==> config.mk <==
export PLATFORM = sky130hd
export DESIGN_NAME = integer_set_table_flat
export DESIGN_NICKNAME = d
export VERILOG_FILES = /design/src/rtl/ist_pkg.sv /design/src/rtl/ist_channels.sv /design/src/rtl/ist_store.sv /design/src/rtl/ist_scan.sv /design/src/rtl/ist_ctrl.sv /design/src/rtl/integer_set_table.sv /design/src/flat_wrapper.sv
export VERILOG_INCLUDE_DIRS = /design/src /design/src/rtl
export SDC_FILE = /design/constraint.sdc
export NUM_CORES = 1
export LEC_CHECK = 0
export BUFFER_PORTS_ARGS = -buffer_cell sky130_fd_sc_hd__buf_2
export CORE_MARGIN = 1.5
export CORE_UTILIZATION = 35
export DETAILED_ROUTE_END_ITERATION = 6
export PLACE_DENSITY = 0.58
export SYNTH_ARGS = -nofsm -noshare
export SYNTH_HDL_FRONTEND = slang
export SYNTH_SLANG_ARGS = --single-unit
export TNS_END_PERCENT = 10
==> constraint.sdc <==
create_clock -name clock -period 5.45 [get_ports clock]
set_clock_uncertainty 0.05 [all_clocks]
set_input_delay 0.8175 -clock clock [delete_from_list [all_inputs] [get_ports clock]]
set_output_delay 0.8175 -clock clock [all_outputs]
set_load 0.1 [all_outputs]
==> src/rtl/integer_set_table_macros.svh <==
// assertion macros shared by the integer set table rtl
// no dependencies; taken in by the files that carry assertions
`ifndef INTEGER_SET_TABLE_MACROS_SVH
`define INTEGER_SET_TABLE_MACROS_SVH

// same-cycle implication, checked outside reset
`define IST_ASSERT_NOW(label, clk, rst, ante, cons, msg) \
   label: assert property (@(posedge clk) disable iff (rst) (ante) |-> (cons)) \
      else $error(msg);

// next-cycle implication, checked outside reset
`define IST_ASSERT_NEXT(label, clk, rst, ante, cons, msg) \
   label: assert property (@(posedge clk) disable iff (rst) (ante) |=> (cons)) \
      else $error(msg);

`endif

==> src/rtl/ist_pkg.sv <==
// types and constants of the integer set table
// no dependencies
package ist_pkg;

   localparam int VALUE_W = 32;

   typedef enum logic [1:0] {
      REQ_ADD    = 2'd0,
      REQ_REMOVE = 2'd1,
      REQ_QUERY  = 2'd2,
      REQ_MIN    = 2'd3
   } req_code_type;

   typedef enum logic [1:0] {
      ST_OK        = 2'd0,
      ST_FULL      = 2'd1,
      ST_EMPTY_MIN = 2'd2
   } status_type;

   typedef enum logic [2:0] {
      S_CLEAR,
      S_IDLE,
      S_SCAN,
      S_LAST,
      S_WRITE
   } state_type;

   // one table slot as stored in memory
   typedef struct packed {
      logic                      valid;
      logic signed [VALUE_W-1:0] value;
   } entry_type;

   // controller strobes
   typedef struct packed {
      logic req_ready;
      logic scan_start;
      logic rd_en;
      logic consume;
      logic clear_wr;
      logic upd_wr;
      logic rsp_load;
   } ctl_type;

   // outcome of a finished scan
   typedef struct packed {
      logic                      found;
      logic                      do_write;
      logic                      wr_valid;
      logic                      nonempty;
      logic signed [VALUE_W-1:0] min_value;
      status_type                status;
   } scan_sum_type;

endpackage

==> src/rtl/ist_channels.sv <==
// request and response channel interfaces of the integer set table
// depends on ist_pkg
interface ist_req_if;
   logic                              valid;
   logic                              ready;
   logic [1:0]                        req_type;
   logic signed [ist_pkg::VALUE_W-1:0] value;

   modport source (output valid, req_type, value, input ready);
   modport sink (input valid, req_type, value, output ready);
endinterface

interface ist_rsp_if;
   logic                              valid;
   logic                              ready;
   logic                              found;
   logic signed [ist_pkg::VALUE_W-1:0] min_value;
   logic                              is_empty;
   logic [1:0]                        status;

   modport source (output valid, found, min_value, is_empty, status, input ready);
   modport sink (input valid, found, min_value, is_empty, status, output ready);
endinterface

==> src/rtl/ist_store.sv <==
// slot memory of the integer set table: one write port, one registered read port
// depends on ist_pkg
module ist_store #(
   parameter int CAPACITY = 16
) (
   input  logic                                 clock,
   input  logic                                 wr_en,
   input  logic [$clog2(CAPACITY)-1:0]          wr_idx,
   input  ist_pkg::entry_type                   wr_data,
   input  logic                                 rd_en,
   input  logic [$clog2(CAPACITY)-1:0]          rd_idx,
   output ist_pkg::entry_type                   rd_data
);

   ist_pkg::entry_type slot_mem [CAPACITY];
   ist_pkg::entry_type rd_data_ff;

   always_ff @(posedge clock) begin
      if (wr_en) begin
         slot_mem[wr_idx] <= wr_data;
      end
      if (rd_en) begin
         rd_data_ff <= slot_mem[rd_idx];
      end
   end

   assign rd_data = rd_data_ff;

endmodule

==> src/rtl/ist_scan.sv <==
// scan accumulator: match, lowest free slot and minimum over streamed slots
// depends on ist_pkg
module ist_scan #(
   parameter int CAPACITY = 16
) (
   input  logic                                 clock,
   input  ist_pkg::ctl_type                     ctl,
   input  ist_pkg::req_code_type                req_code,
   input  logic signed [ist_pkg::VALUE_W-1:0]   req_value,
   input  ist_pkg::entry_type                   entry,
   input  logic [$clog2(CAPACITY)-1:0]          entry_idx,
   output ist_pkg::scan_sum_type                sum,
   output logic [$clog2(CAPACITY)-1:0]          wr_idx
);

   localparam int IDX_W = $clog2(CAPACITY);

   logic                              hit_ff, hit_in;
   logic [IDX_W-1:0]                  hit_idx_ff, hit_idx_in;
   logic                              free_ff, free_in;
   logic [IDX_W-1:0]                  free_idx_ff, free_idx_in;
   logic                              have_ff, have_in;
   logic signed [ist_pkg::VALUE_W-1:0] best_ff, best_in;
   logic                              match;
   logic                              added;
   logic                              full;
   logic                              removed;

   assign match = entry.valid && (entry.value == req_value);

   always_comb begin
      hit_in      = hit_ff;
      hit_idx_in  = hit_idx_ff;
      free_in     = free_ff;
      free_idx_in = free_idx_ff;
      have_in     = have_ff;
      best_in     = best_ff;
      if (ctl.scan_start) begin
         hit_in  = 1'b0;
         free_in = 1'b0;
         have_in = 1'b0;
      end else if (ctl.consume) begin
         if (match && !hit_ff) begin
            hit_in     = 1'b1;
            hit_idx_in = entry_idx;
         end
         if (!entry.valid && !free_ff) begin
            free_in     = 1'b1;
            free_idx_in = entry_idx;
         end
         // a slot about to be removed takes no part in the minimum
         if (entry.valid && !(match && req_code == ist_pkg::REQ_REMOVE)) begin
            if (!have_ff || entry.value < best_ff) begin
               best_in = entry.value;
            end
            have_in = 1'b1;
         end
      end
   end

   always_ff @(posedge clock) begin
      hit_ff      <= hit_in;
      hit_idx_ff  <= hit_idx_in;
      free_ff     <= free_in;
      free_idx_ff <= free_idx_in;
      have_ff     <= have_in;
      best_ff     <= best_in;
   end

   assign added   = (req_code == ist_pkg::REQ_ADD) && !hit_ff && free_ff;
   assign full    = (req_code == ist_pkg::REQ_ADD) && !hit_ff && !free_ff;
   assign removed = (req_code == ist_pkg::REQ_REMOVE) && hit_ff;

   always_comb begin
      sum.found    = hit_ff && (req_code != ist_pkg::REQ_MIN);
      sum.do_write = added || removed;
      sum.wr_valid = added;
      sum.nonempty = have_ff || added;
      if (added && (!have_ff || req_value < best_ff)) begin
         sum.min_value = req_value;
      end else if (have_ff) begin
         sum.min_value = best_ff;
      end else begin
         sum.min_value = '0;
      end
      if (full) begin
         sum.status = ist_pkg::ST_FULL;
      end else if (req_code == ist_pkg::REQ_MIN && !have_ff) begin
         sum.status = ist_pkg::ST_EMPTY_MIN;
      end else begin
         sum.status = ist_pkg::ST_OK;
      end
   end

   assign wr_idx = added ? free_idx_ff : hit_idx_ff;

endmodule

==> src/rtl/ist_ctrl.sv <==
// sequencer: clearing pass, slot scan, write-back and response hand-off
// depends on ist_pkg
module ist_ctrl #(
   parameter int CAPACITY = 16
) (
   input  logic                                 clock,
   input  logic                                 reset,
   input  logic                                 req_valid,
   input  logic                                 rsp_free,
   output ist_pkg::ctl_type                     ctl,
   output logic [$clog2(CAPACITY)-1:0]          slot_idx,
   output logic [$clog2(CAPACITY)-1:0]          data_idx
);

   localparam int IDX_W = $clog2(CAPACITY);
   localparam logic [IDX_W-1:0] LAST_IDX = IDX_W'(CAPACITY - 1);

   ist_pkg::state_type state_ff, state_in;
   logic [IDX_W-1:0]   cnt_ff, cnt_in;
   logic               rd_vld_ff;
   logic [IDX_W-1:0]   rd_tag_ff;
   logic               at_last;

   assign at_last = (cnt_ff == LAST_IDX);

   // next state
   always_comb begin
      state_in = state_ff;
      cnt_in   = '0;
      unique case (state_ff)
         ist_pkg::S_CLEAR: begin
            cnt_in = at_last ? '0 : cnt_ff + 1'b1;
            if (at_last) begin
               state_in = ist_pkg::S_IDLE;
            end
         end
         ist_pkg::S_IDLE: begin
            if (req_valid) begin
               state_in = ist_pkg::S_SCAN;
            end
         end
         ist_pkg::S_SCAN: begin
            cnt_in = at_last ? '0 : cnt_ff + 1'b1;
            if (at_last) begin
               state_in = ist_pkg::S_LAST;
            end
         end
         ist_pkg::S_LAST: begin
            state_in = ist_pkg::S_WRITE;
         end
         ist_pkg::S_WRITE: begin
            if (rsp_free) begin
               state_in = ist_pkg::S_IDLE;
            end
         end
         default: begin
            state_in = ist_pkg::S_IDLE;
         end
      endcase
   end

   // outputs
   always_comb begin
      ctl         = '0;
      ctl.consume = rd_vld_ff;
      unique case (state_ff)
         ist_pkg::S_CLEAR: begin
            ctl.clear_wr = 1'b1;
         end
         ist_pkg::S_IDLE: begin
            ctl.req_ready  = 1'b1;
            ctl.scan_start = req_valid;
         end
         ist_pkg::S_SCAN: begin
            ctl.rd_en = 1'b1;
         end
         ist_pkg::S_LAST: begin
            ctl.rd_en = 1'b0;
         end
         ist_pkg::S_WRITE: begin
            ctl.upd_wr   = 1'b1;
            ctl.rsp_load = rsp_free;
         end
         default: begin
            ctl.rd_en = 1'b0;
         end
      endcase
   end

   always_ff @(posedge clock) begin
      if (reset) begin
         state_ff  <= ist_pkg::S_CLEAR;
         cnt_ff    <= '0;
         rd_vld_ff <= 1'b0;
      end else begin
         state_ff  <= state_in;
         cnt_ff    <= cnt_in;
         rd_vld_ff <= ctl.rd_en;
      end
   end

   always_ff @(posedge clock) begin
      rd_tag_ff <= cnt_ff;
   end

   assign slot_idx = cnt_ff;
   assign data_idx = rd_tag_ff;

endmodule

==> src/rtl/integer_set_table.sv <==
// integer set table: a bounded set of distinct signed 32-bit integers. A request
// transaction adds a value (no change if already present), removes a value, asks
// whether a value is present, or asks for the smallest member; each one gives exactly
// one response transaction with presence before the request, minimum and emptiness
// after it, and a status (ok, table full on add, minimum of an empty set). Members
// live in a slot memory of CAPACITY entries, each with its own valid bit, that has one
// write port and one read port, and an add takes the lowest free slot. Every request is
// served by one full pass over the memory, one slot read a cycle: the request is
// accepted, every slot is read, the last read returns and the result is written back.
// Only one request is in flight; a response may wait in its output register while the
// next request is taken. After reset the memory is swept once to clear the valid bits,
// during which no request is accepted.
// depends on ist_pkg, ist_channels, ist_ctrl, ist_scan, ist_store and the macro header
`include "integer_set_table_macros.svh"

module integer_set_table #(
   parameter int CAPACITY = 16
) (
   input  logic       clock,
   input  logic       reset,
   ist_req_if.sink    req_ch,
   ist_rsp_if.source  rsp_ch
);

   localparam int IDX_W = $clog2(CAPACITY);

   ist_pkg::ctl_type                   ctl;
   ist_pkg::scan_sum_type              sum;
   ist_pkg::entry_type                 rd_data;
   ist_pkg::entry_type                 wr_data;
   logic [IDX_W-1:0]                   slot_idx;
   logic [IDX_W-1:0]                   data_idx;
   logic [IDX_W-1:0]                   upd_idx;
   logic [IDX_W-1:0]                   wr_idx;
   logic                               wr_en;
   logic                               rsp_free;
   logic                               req_accept;

   // latched request
   ist_pkg::req_code_type              req_code_ff;
   logic signed [ist_pkg::VALUE_W-1:0] req_value_ff;

   // response register
   logic                               rsp_valid_ff;
   logic                               rsp_found_ff;
   logic signed [ist_pkg::VALUE_W-1:0] rsp_min_ff;
   logic                               rsp_empty_ff;
   ist_pkg::status_type                rsp_status_ff;

   assign rsp_free   = !rsp_valid_ff || rsp_ch.ready;
   assign req_accept = req_ch.valid && ctl.req_ready;

   ist_ctrl #(
      .CAPACITY (CAPACITY)
   ) u_ctrl (
      .clock     (clock),
      .reset     (reset),
      .req_valid (req_ch.valid),
      .rsp_free  (rsp_free),
      .ctl       (ctl),
      .slot_idx  (slot_idx),
      .data_idx  (data_idx)
   );

   ist_scan #(
      .CAPACITY (CAPACITY)
   ) u_scan (
      .clock     (clock),
      .ctl       (ctl),
      .req_code  (req_code_ff),
      .req_value (req_value_ff),
      .entry     (rd_data),
      .entry_idx (data_idx),
      .sum       (sum),
      .wr_idx    (upd_idx)
   );

   // clearing pass writes invalid slots; write-back is repeated harmlessly on a stall
   assign wr_en         = ctl.clear_wr || (ctl.upd_wr && sum.do_write);
   assign wr_idx        = ctl.clear_wr ? slot_idx : upd_idx;
   assign wr_data.valid = ctl.clear_wr ? 1'b0 : sum.wr_valid;
   assign wr_data.value = req_value_ff;

   ist_store #(
      .CAPACITY (CAPACITY)
   ) u_store (
      .clock   (clock),
      .wr_en   (wr_en),
      .wr_idx  (wr_idx),
      .wr_data (wr_data),
      .rd_en   (ctl.rd_en),
      .rd_idx  (slot_idx),
      .rd_data (rd_data)
   );

   // request capture
   always_ff @(posedge clock) begin
      if (req_accept) begin
         req_code_ff  <= ist_pkg::req_code_type'(req_ch.req_type);
         req_value_ff <= req_ch.value;
      end
   end

   // response register
   always_ff @(posedge clock) begin
      if (reset) begin
         rsp_valid_ff <= 1'b0;
      end else if (ctl.rsp_load) begin
         rsp_valid_ff <= 1'b1;
      end else if (rsp_ch.ready) begin
         rsp_valid_ff <= 1'b0;
      end
   end

   always_ff @(posedge clock) begin
      if (ctl.rsp_load) begin
         rsp_found_ff  <= sum.found;
         rsp_min_ff    <= sum.min_value;
         rsp_empty_ff  <= !sum.nonempty;
         rsp_status_ff <= sum.status;
      end
   end

   assign req_ch.ready     = ctl.req_ready;
   assign rsp_ch.valid     = rsp_valid_ff;
   assign rsp_ch.found     = rsp_found_ff;
   assign rsp_ch.min_value = rsp_min_ff;
   assign rsp_ch.is_empty  = rsp_empty_ff;
   assign rsp_ch.status    = rsp_status_ff;

   // an accepted transaction starts its slot scan in the next cycle
   `IST_ASSERT_NEXT(a_scan_follows_accept, clock, reset, req_accept, ctl.rd_en, "scan did not start")

   // memory reads and writes never share a cycle
   `IST_ASSERT_NOW(a_no_rd_wr_overlap, clock, reset, wr_en, !ctl.rd_en, "read during write")

   // a full flag only comes from an add of an absent value
   `IST_ASSERT_NOW(a_full_only_on_add, clock, reset, ctl.rsp_load && sum.status == ist_pkg::ST_FULL, req_code_ff == ist_pkg::REQ_ADD && !sum.found, "bad full status")

   // an empty set reports a zero minimum
   `IST_ASSERT_NOW(a_empty_min_zero, clock, reset, rsp_valid_ff && rsp_empty_ff, rsp_min_ff == '0, "nonzero minimum of empty set")

endmodule

==> src/flat_wrapper.sv <==
// flat-port wrapper written by rule: the top's interface ports become plain ports
module integer_set_table_flat 
#(
   parameter int CAPACITY = 16
)
  (clock, reset, req_ch_valid, req_ch_req_type, req_ch_value, req_ch_ready, rsp_ch_valid, rsp_ch_found, rsp_ch_min_value, rsp_ch_is_empty, rsp_ch_status, rsp_ch_ready);
  ist_req_if req_ch_i ();
  ist_rsp_if rsp_ch_i ();
  input  logic clock;
  input  logic reset;
  input wire logic [$bits(req_ch_i.valid)-1:0] req_ch_valid;
  input wire logic [$bits(req_ch_i.req_type)-1:0] req_ch_req_type;
  input wire logic [$bits(req_ch_i.value)-1:0] req_ch_value;
  output wire logic [$bits(req_ch_i.ready)-1:0] req_ch_ready;
  output wire logic [$bits(rsp_ch_i.valid)-1:0] rsp_ch_valid;
  output wire logic [$bits(rsp_ch_i.found)-1:0] rsp_ch_found;
  output wire logic [$bits(rsp_ch_i.min_value)-1:0] rsp_ch_min_value;
  output wire logic [$bits(rsp_ch_i.is_empty)-1:0] rsp_ch_is_empty;
  output wire logic [$bits(rsp_ch_i.status)-1:0] rsp_ch_status;
  input wire logic [$bits(rsp_ch_i.ready)-1:0] rsp_ch_ready;
  assign req_ch_i.valid = req_ch_valid;
  assign req_ch_i.req_type = req_ch_req_type;
  assign req_ch_i.value = req_ch_value;
  assign req_ch_ready = req_ch_i.ready;
  assign rsp_ch_valid = rsp_ch_i.valid;
  assign rsp_ch_found = rsp_ch_i.found;
  assign rsp_ch_min_value = rsp_ch_i.min_value;
  assign rsp_ch_is_empty = rsp_ch_i.is_empty;
  assign rsp_ch_status = rsp_ch_i.status;
  assign rsp_ch_i.ready = rsp_ch_ready;
  integer_set_table #(.CAPACITY(CAPACITY)) u_core (.clock(clock), .reset(reset), .req_ch(req_ch_i), .rsp_ch(rsp_ch_i));
endmodule
; Word-level counts from Yosys, hierarchy flattened
; Memories as Yosys holds them, arrays and structs flattened. A register that Yosys moved wholly into a read port is not among the register bits.
; Index checks and enable logic that the tools add are counted.
[totals]
reg_bits = 126
ram_bits = 528
output_inout_bits = 38
word_cells = 94
memories = 1
[mem_list]
columns = memory, depth, word_bits, rd, rd_ports_with_merged_regs, write_ports, line
row1 = u_core.u_store.slot_mem, 16, 33, 1, 1, 1, ist_store.sv:15  ; ist_pkg::entry_type slot_mem [CAPACITY];
[classes]
addsub = 1
order_cmp = 2
eq_ne = 13
muxes = 19
bitwise_logic = 2
n_reduce_logical = 39
[ops]
columns = operator, count
row1 = 32-bit less-than comparator, 2
row2 = 32-bit two-way mux, 2
row3 = 32-bit equality test, 1
row4 = 3-bit case mux with 5 select lines, 1
row5 = 1-bit logical AND, 14
row6 = 3-bit two-way mux, 4
row7 = 2-bit != test (second input constant), 5
row8 = 4-bit two-way mux, 2
row9 = 4-bit AND reduction, 2
row10 = 1-bit logical NOT, 7
row11 = 1-bit two-way mux, 7
row12 = 3-bit by 2-bit equality test with 1-bit output (second input constant), 2
row13 = 1-bit logical OR, 6
row14 = 2-bit two-way mux, 3
row15 = 2-bit AND reduction, 3
row16 = 3-bit AND reduction, 2
row17 = 4-bit by 1-bit adder with 4-bit output (second input constant), 1
row18 = 4-bit equality test (second input constant), 1
row19 = 3-bit by 1-bit equality test with 1-bit output (second input constant), 1
row20 = 3-bit equality test (second input constant), 1
row21 = 3-bit logical NOT, 1
row22 = 3-bit OR reduction, 1
row23 = 2-bit by 1-bit equality test with 1-bit output (second input constant), 1
row24 = 2-bit equality test (second input constant), 1
row25 = other kinds (4), 5

; Logic depth before layout (Yosys ltp)
[depth]
depth_word = 8
ltp_mapped = 10

; Cells and area by module
; From an unflattened synthesis, not the netlist that was laid out.
[unflattened]
cells_unflattened = 1332
hier_area_um2 = 27176.1
[by_module_without_submodules]
columns = module, instances, cells_each, area_per_inst_um2, seq_area_each_um2
row1 = ist_store, 1, 864, 20960.1, 16846.2
row2 = ist_scan, 1, 344, 3562.2, 1261.2
row3 = integer_set_table, 1, 82, 2209.6, 2122.0
row4 = ist_ctrl, 1, 42, 444.2, 240.2

; Worst setup path before layout
; No wires, ideal clock.
[synth_timing]
path_kind = reg-to-reg
start = register u_core.u_ctrl.state_ff[2]
end = register u_core.u_scan.best_ff[0] in the netlist's numbering (enable)
setup_ns = 0.461
arrival_time_ns = 3.956
required_ns = 4.939
path_slack_ns = 0.983
stages_incl_launch_ff = 7
n_path_buf = 1
period_less_slack_ns = 4.467
path_cell_list = dfxtp_1 > clkbuf_1 > nor3b_1 > nand2_1 > nand2_1 > or3_1 > nor3_1
[synth_between]
elab_chain_cells = 4
[synth_rtl]
columns = element, line
row1 = "start, declared", ist_ctrl.sv:18  ; ist_pkg::state_type state_ff, state_in;
row2 = "start signal, assigned", ist_ctrl.sv:92  ; state_ff <= ist_pkg::S_CLEAR;
row3 = "start signal, assigned", ist_ctrl.sv:96  ; state_ff <= state_in;
row4 = 3-bit by 1-bit equality test with 1-bit output, ist_ctrl.sv:66  ; unique case (state_ff)
row5 = 2-bit two-way mux, ist_ctrl.sv:66
row6 = 1-bit NOT (no line), --
row7 = 4-bit AND reduction (no line), --
row8 = "end signal, assigned", ist_scan.sv:67  ; best_ff <= best_in;
row9 = "end, declared", ist_scan.sv:23  ; logic signed [ist_pkg::VALUE_W-1:0] best_ff, best_in;
; Every way passes these cells.
; A chain may end at the register's enable or synchronous reset.

; Final worst setup path
[layout_timing]
start = register u_core.u_ctrl.state_ff[0]
end = memory u_core.u_store.slot_mem[2][19] in the netlist's numbering (enable)
[layout_between]
elab_chain_cells = 6
word_cells_on_any_way = 9
cone_classes = eq/ne: 1 / mux: 5 / reduce/logical: 3
[layout_rtl]
columns = element, line
row1 = 3-bit equality test, ist_ctrl.sv:66
row2 = 2-bit two-way mux, ist_ctrl.sv:66
row3 = 1-bit logical AND, integer_set_table.sv:79  ; assign wr_en = ctl.clear_wr || (ctl.upd_wr && sum.do_write);
row4 = 1-bit logical OR, integer_set_table.sv:79
row5 = 1-bit two-way mux, ist_store.sv:19  ; if (wr_en) begin
row6 = 1-bit two-way mux (implied by the code), ist_store.sv:20  ; slot_mem[wr_idx] <= wr_data;
row7 = "end, declared", ist_store.sv:15
; Parallel ways exist; a longest one is shown, timed or not.

==> metrics.txt <==
Mapped Area=27500 µm²; CP Launch Type=register; Worst Max-Slew Pin Slew=1.17 ns; post-layout util=0.408; post-CTS setup buffer count=0; post-route ant nets=0; Layout Nets=1756; Critical Path RT=5.68 ns; via/cell ratio=5.34; Switching Power=2350 µW; Mapped Cells=1527; highest-count cells in the layout ignoring fill and taps=671 x edfxtp_1, 106 x mux2i_1, 84 x o21ai_0, 75 x clkbuf_16, 75 x buf_2; Slew Limit Fails=0; RSZ-0062 raised after global routing=no; final worst-path cycle share=0.702; Setup Viol. Count Final=0; initial core utilization=0.354; clk root buf=clkbuf_16; PostCTS Resize Cnt=0; post-route insts no fill=2746; final wirelength=70500 µm; # rows=102; Clock Pin Slew Worst Setup and Hold Paths=0.06 ns; Comb pwr share=0.047; P&R area growth vs syn=15.0%; Most used DFF post-synth=edfxtp_1; Core Region=77600 µm²; CTS tree=built; All-Layer GR Usage=0.174; global-route wire length before repair=102000 µm; syn_nets=1628; die height=283 µm; worst path arrival time=4.06 ns; largest net degree at the start of global routing=72; Die Wd=283 µm; CTS HTree Levels=3; Crit. End Element=register; flops & latches, synth=687; area leader, netlist=edfxtp_1; Port Buffers=75; sequential share of power=0.529; initial antenna violation count=1; cts hold-fix bufs=0; fill count=6983; asr flop ratio synth=0; Cell Int Power=8840 µW; static leakage=0.0105 µW; Placer Congestion=0.823; Slew HR=0.221; post-synth top area share=0.733; Fmax=0.261 GHz; Inserted Clock Buffers=72; CP Max Fanout=21; Avg WL per Cell=25.7 µm; clock power share=0.424; syn avg cell area=18.0 µm²; n_diodes=0; status=finished, final reports clean; total grt overflow=0; placed cells=2621; commonest non-fill, non-tap cell in the layout=edfxtp_1; worst-case vdd ir drop=213 µV; sw frac=0.210; IO Pins=76; final hold vios=0; Final min period=3.82 ns; DR iter-0 viols=1308; # DRC=0; Clk Latency, worst-skew pair=0.61 ns; vias in the first global route=14800; drt first pass iters=5; CTS Sinks=687; crit path kind=register to register; synth top area cells=edfxtp_1 73%, mux4_2 5.4%, mux2i_1 3.9%; proportion of layout cells with a drive suffix above 1=0.210; post-synthesis sequential area ratio=0.744; die area=80200 µm²; Ys Warns=0; Longest Clk Path Bufs=3; HP Class=input pin to register; number of synthesized flops with an enable pin=671; via count of the routed design=14700; Synth cell types=49; Power Dens Cells=354 nW/µm²; MaxCap Viol Count=0; hpwl dp=41000 µm; final setup TNS=0 ns
-- power by group through the flow --
stage | clock network (µW) | logic (µW) | registers, µW
final | 4740 | 531 | 5910
after global routing | 5020 | 571 | 5920
after CTS | 4830 | 536 | 5910
after detailed placement | 0 | 534 | 6020
after global placement | 0 | 529 | 6020
after floorplan | 0 | 381 | 5970
-- flip-flops by register name (all words and copies together) (netlist names), 32 cells and up --
signal and cells:
u_core.req_value_ff 32, u_core.u_scan.best_ff 32, u_core.rsp_ch.min_value 32, u_core.u_store.rd_data 33, u_core.u_store.slot_mem 528
-- layout make-up --
cell class	instances	area (µm²)	area share
clock inverters	34	289	0.00914
flip-flops and latches	687	20500	0.648
repair buffers	122	741	0.0234
clock buffers	91	1960	0.0619
multi-input cells	735	6720	0.212
well taps	1040	1300	0.0411
inverters	37	139	0.00439
-- logic make-up (layout without fill, tap and decap cells) --
family,count (synthesis),after routing,synth area share
compound gates,266,266,0.0653
xor+xnor,35,35,0.0111
fa+ha+maj,63,63,0.0287
buf+inv,105,284,0.0164
flops,687,687,0.744
mux,203,203,0.105
simple gates,168,168,0.0287
-- Yosys cell counts (22+ instances only) --
cell type,count
mux4_2,66
xnor2_1,29
a221oi_1,33
a21oi_1,60
edfxtp_1,671
a32o_1,22
ha_1,63
nand2_1,68
inv_1,37
o21ai_0,84
nor2_1,37
mux2_2,31
a22oi_1,33
mux2i_1,106
clkbuf_1,37
-- worst max-delay path: stages, from the launching register on --
cell,delay (ns)
dfxtp_1,0.39
nor3_1,0.89
o21ai_0,0.40
nand2b_1,0.42
nor2_4,0.93
buf_4,0.41
-- through the flow --
stage / hold WS [ns] / total power (µW) / cell area (µm²) / setup slack, ns
2_1_floorplan: 0.303 / 6350 / 27500 / 0.983
3_3_place_gp: 0.357 / 6550 / 29400 / 1.88
3_5_place_dp: 0.366 / 6550 / 29400 / 1.71
4_1_cts: 0.302 / 11300 / 31600 / 1.67
5_1_grt: 0.315 / 11500 / 31600 / 1.44
6_report: 0.338 / 11200 / 31600 / 1.63
-- final timing paths --
check | slack (ns) | from | cells after the start | to
hold reg to reg | 0.38 | u_core.u_ctrl.data_idx[3] | 0 | u_core.u_scan.free_idx_ff[3]
hold / removal | 0.34 | req_ch_value[25] | 1 | u_core.req_value_ff[25]
setup / recovery | 1.63 | u_core.u_ctrl.state_ff[0] | 5 | u_core.u_store.slot_mem[2][19]
setup reg to reg | 1.63 | u_core.u_ctrl.state_ff[0] | 5 | u_core.u_store.slot_mem[2][19]
-- layer usage --
layer | global-route usage | up-vias | share of wire
li1 | - | 6425 | -
met1 | 0.252 | 7637 | 0.46
met2 | 0.270 | 497 | 0.46
met3 | 0.0258 | 106 | 0.060
met4 | 0.0556 | 0 | 0.026
met5 | 0 | - | 0
No activity file was read; power rests on OpenSTA's default activity.
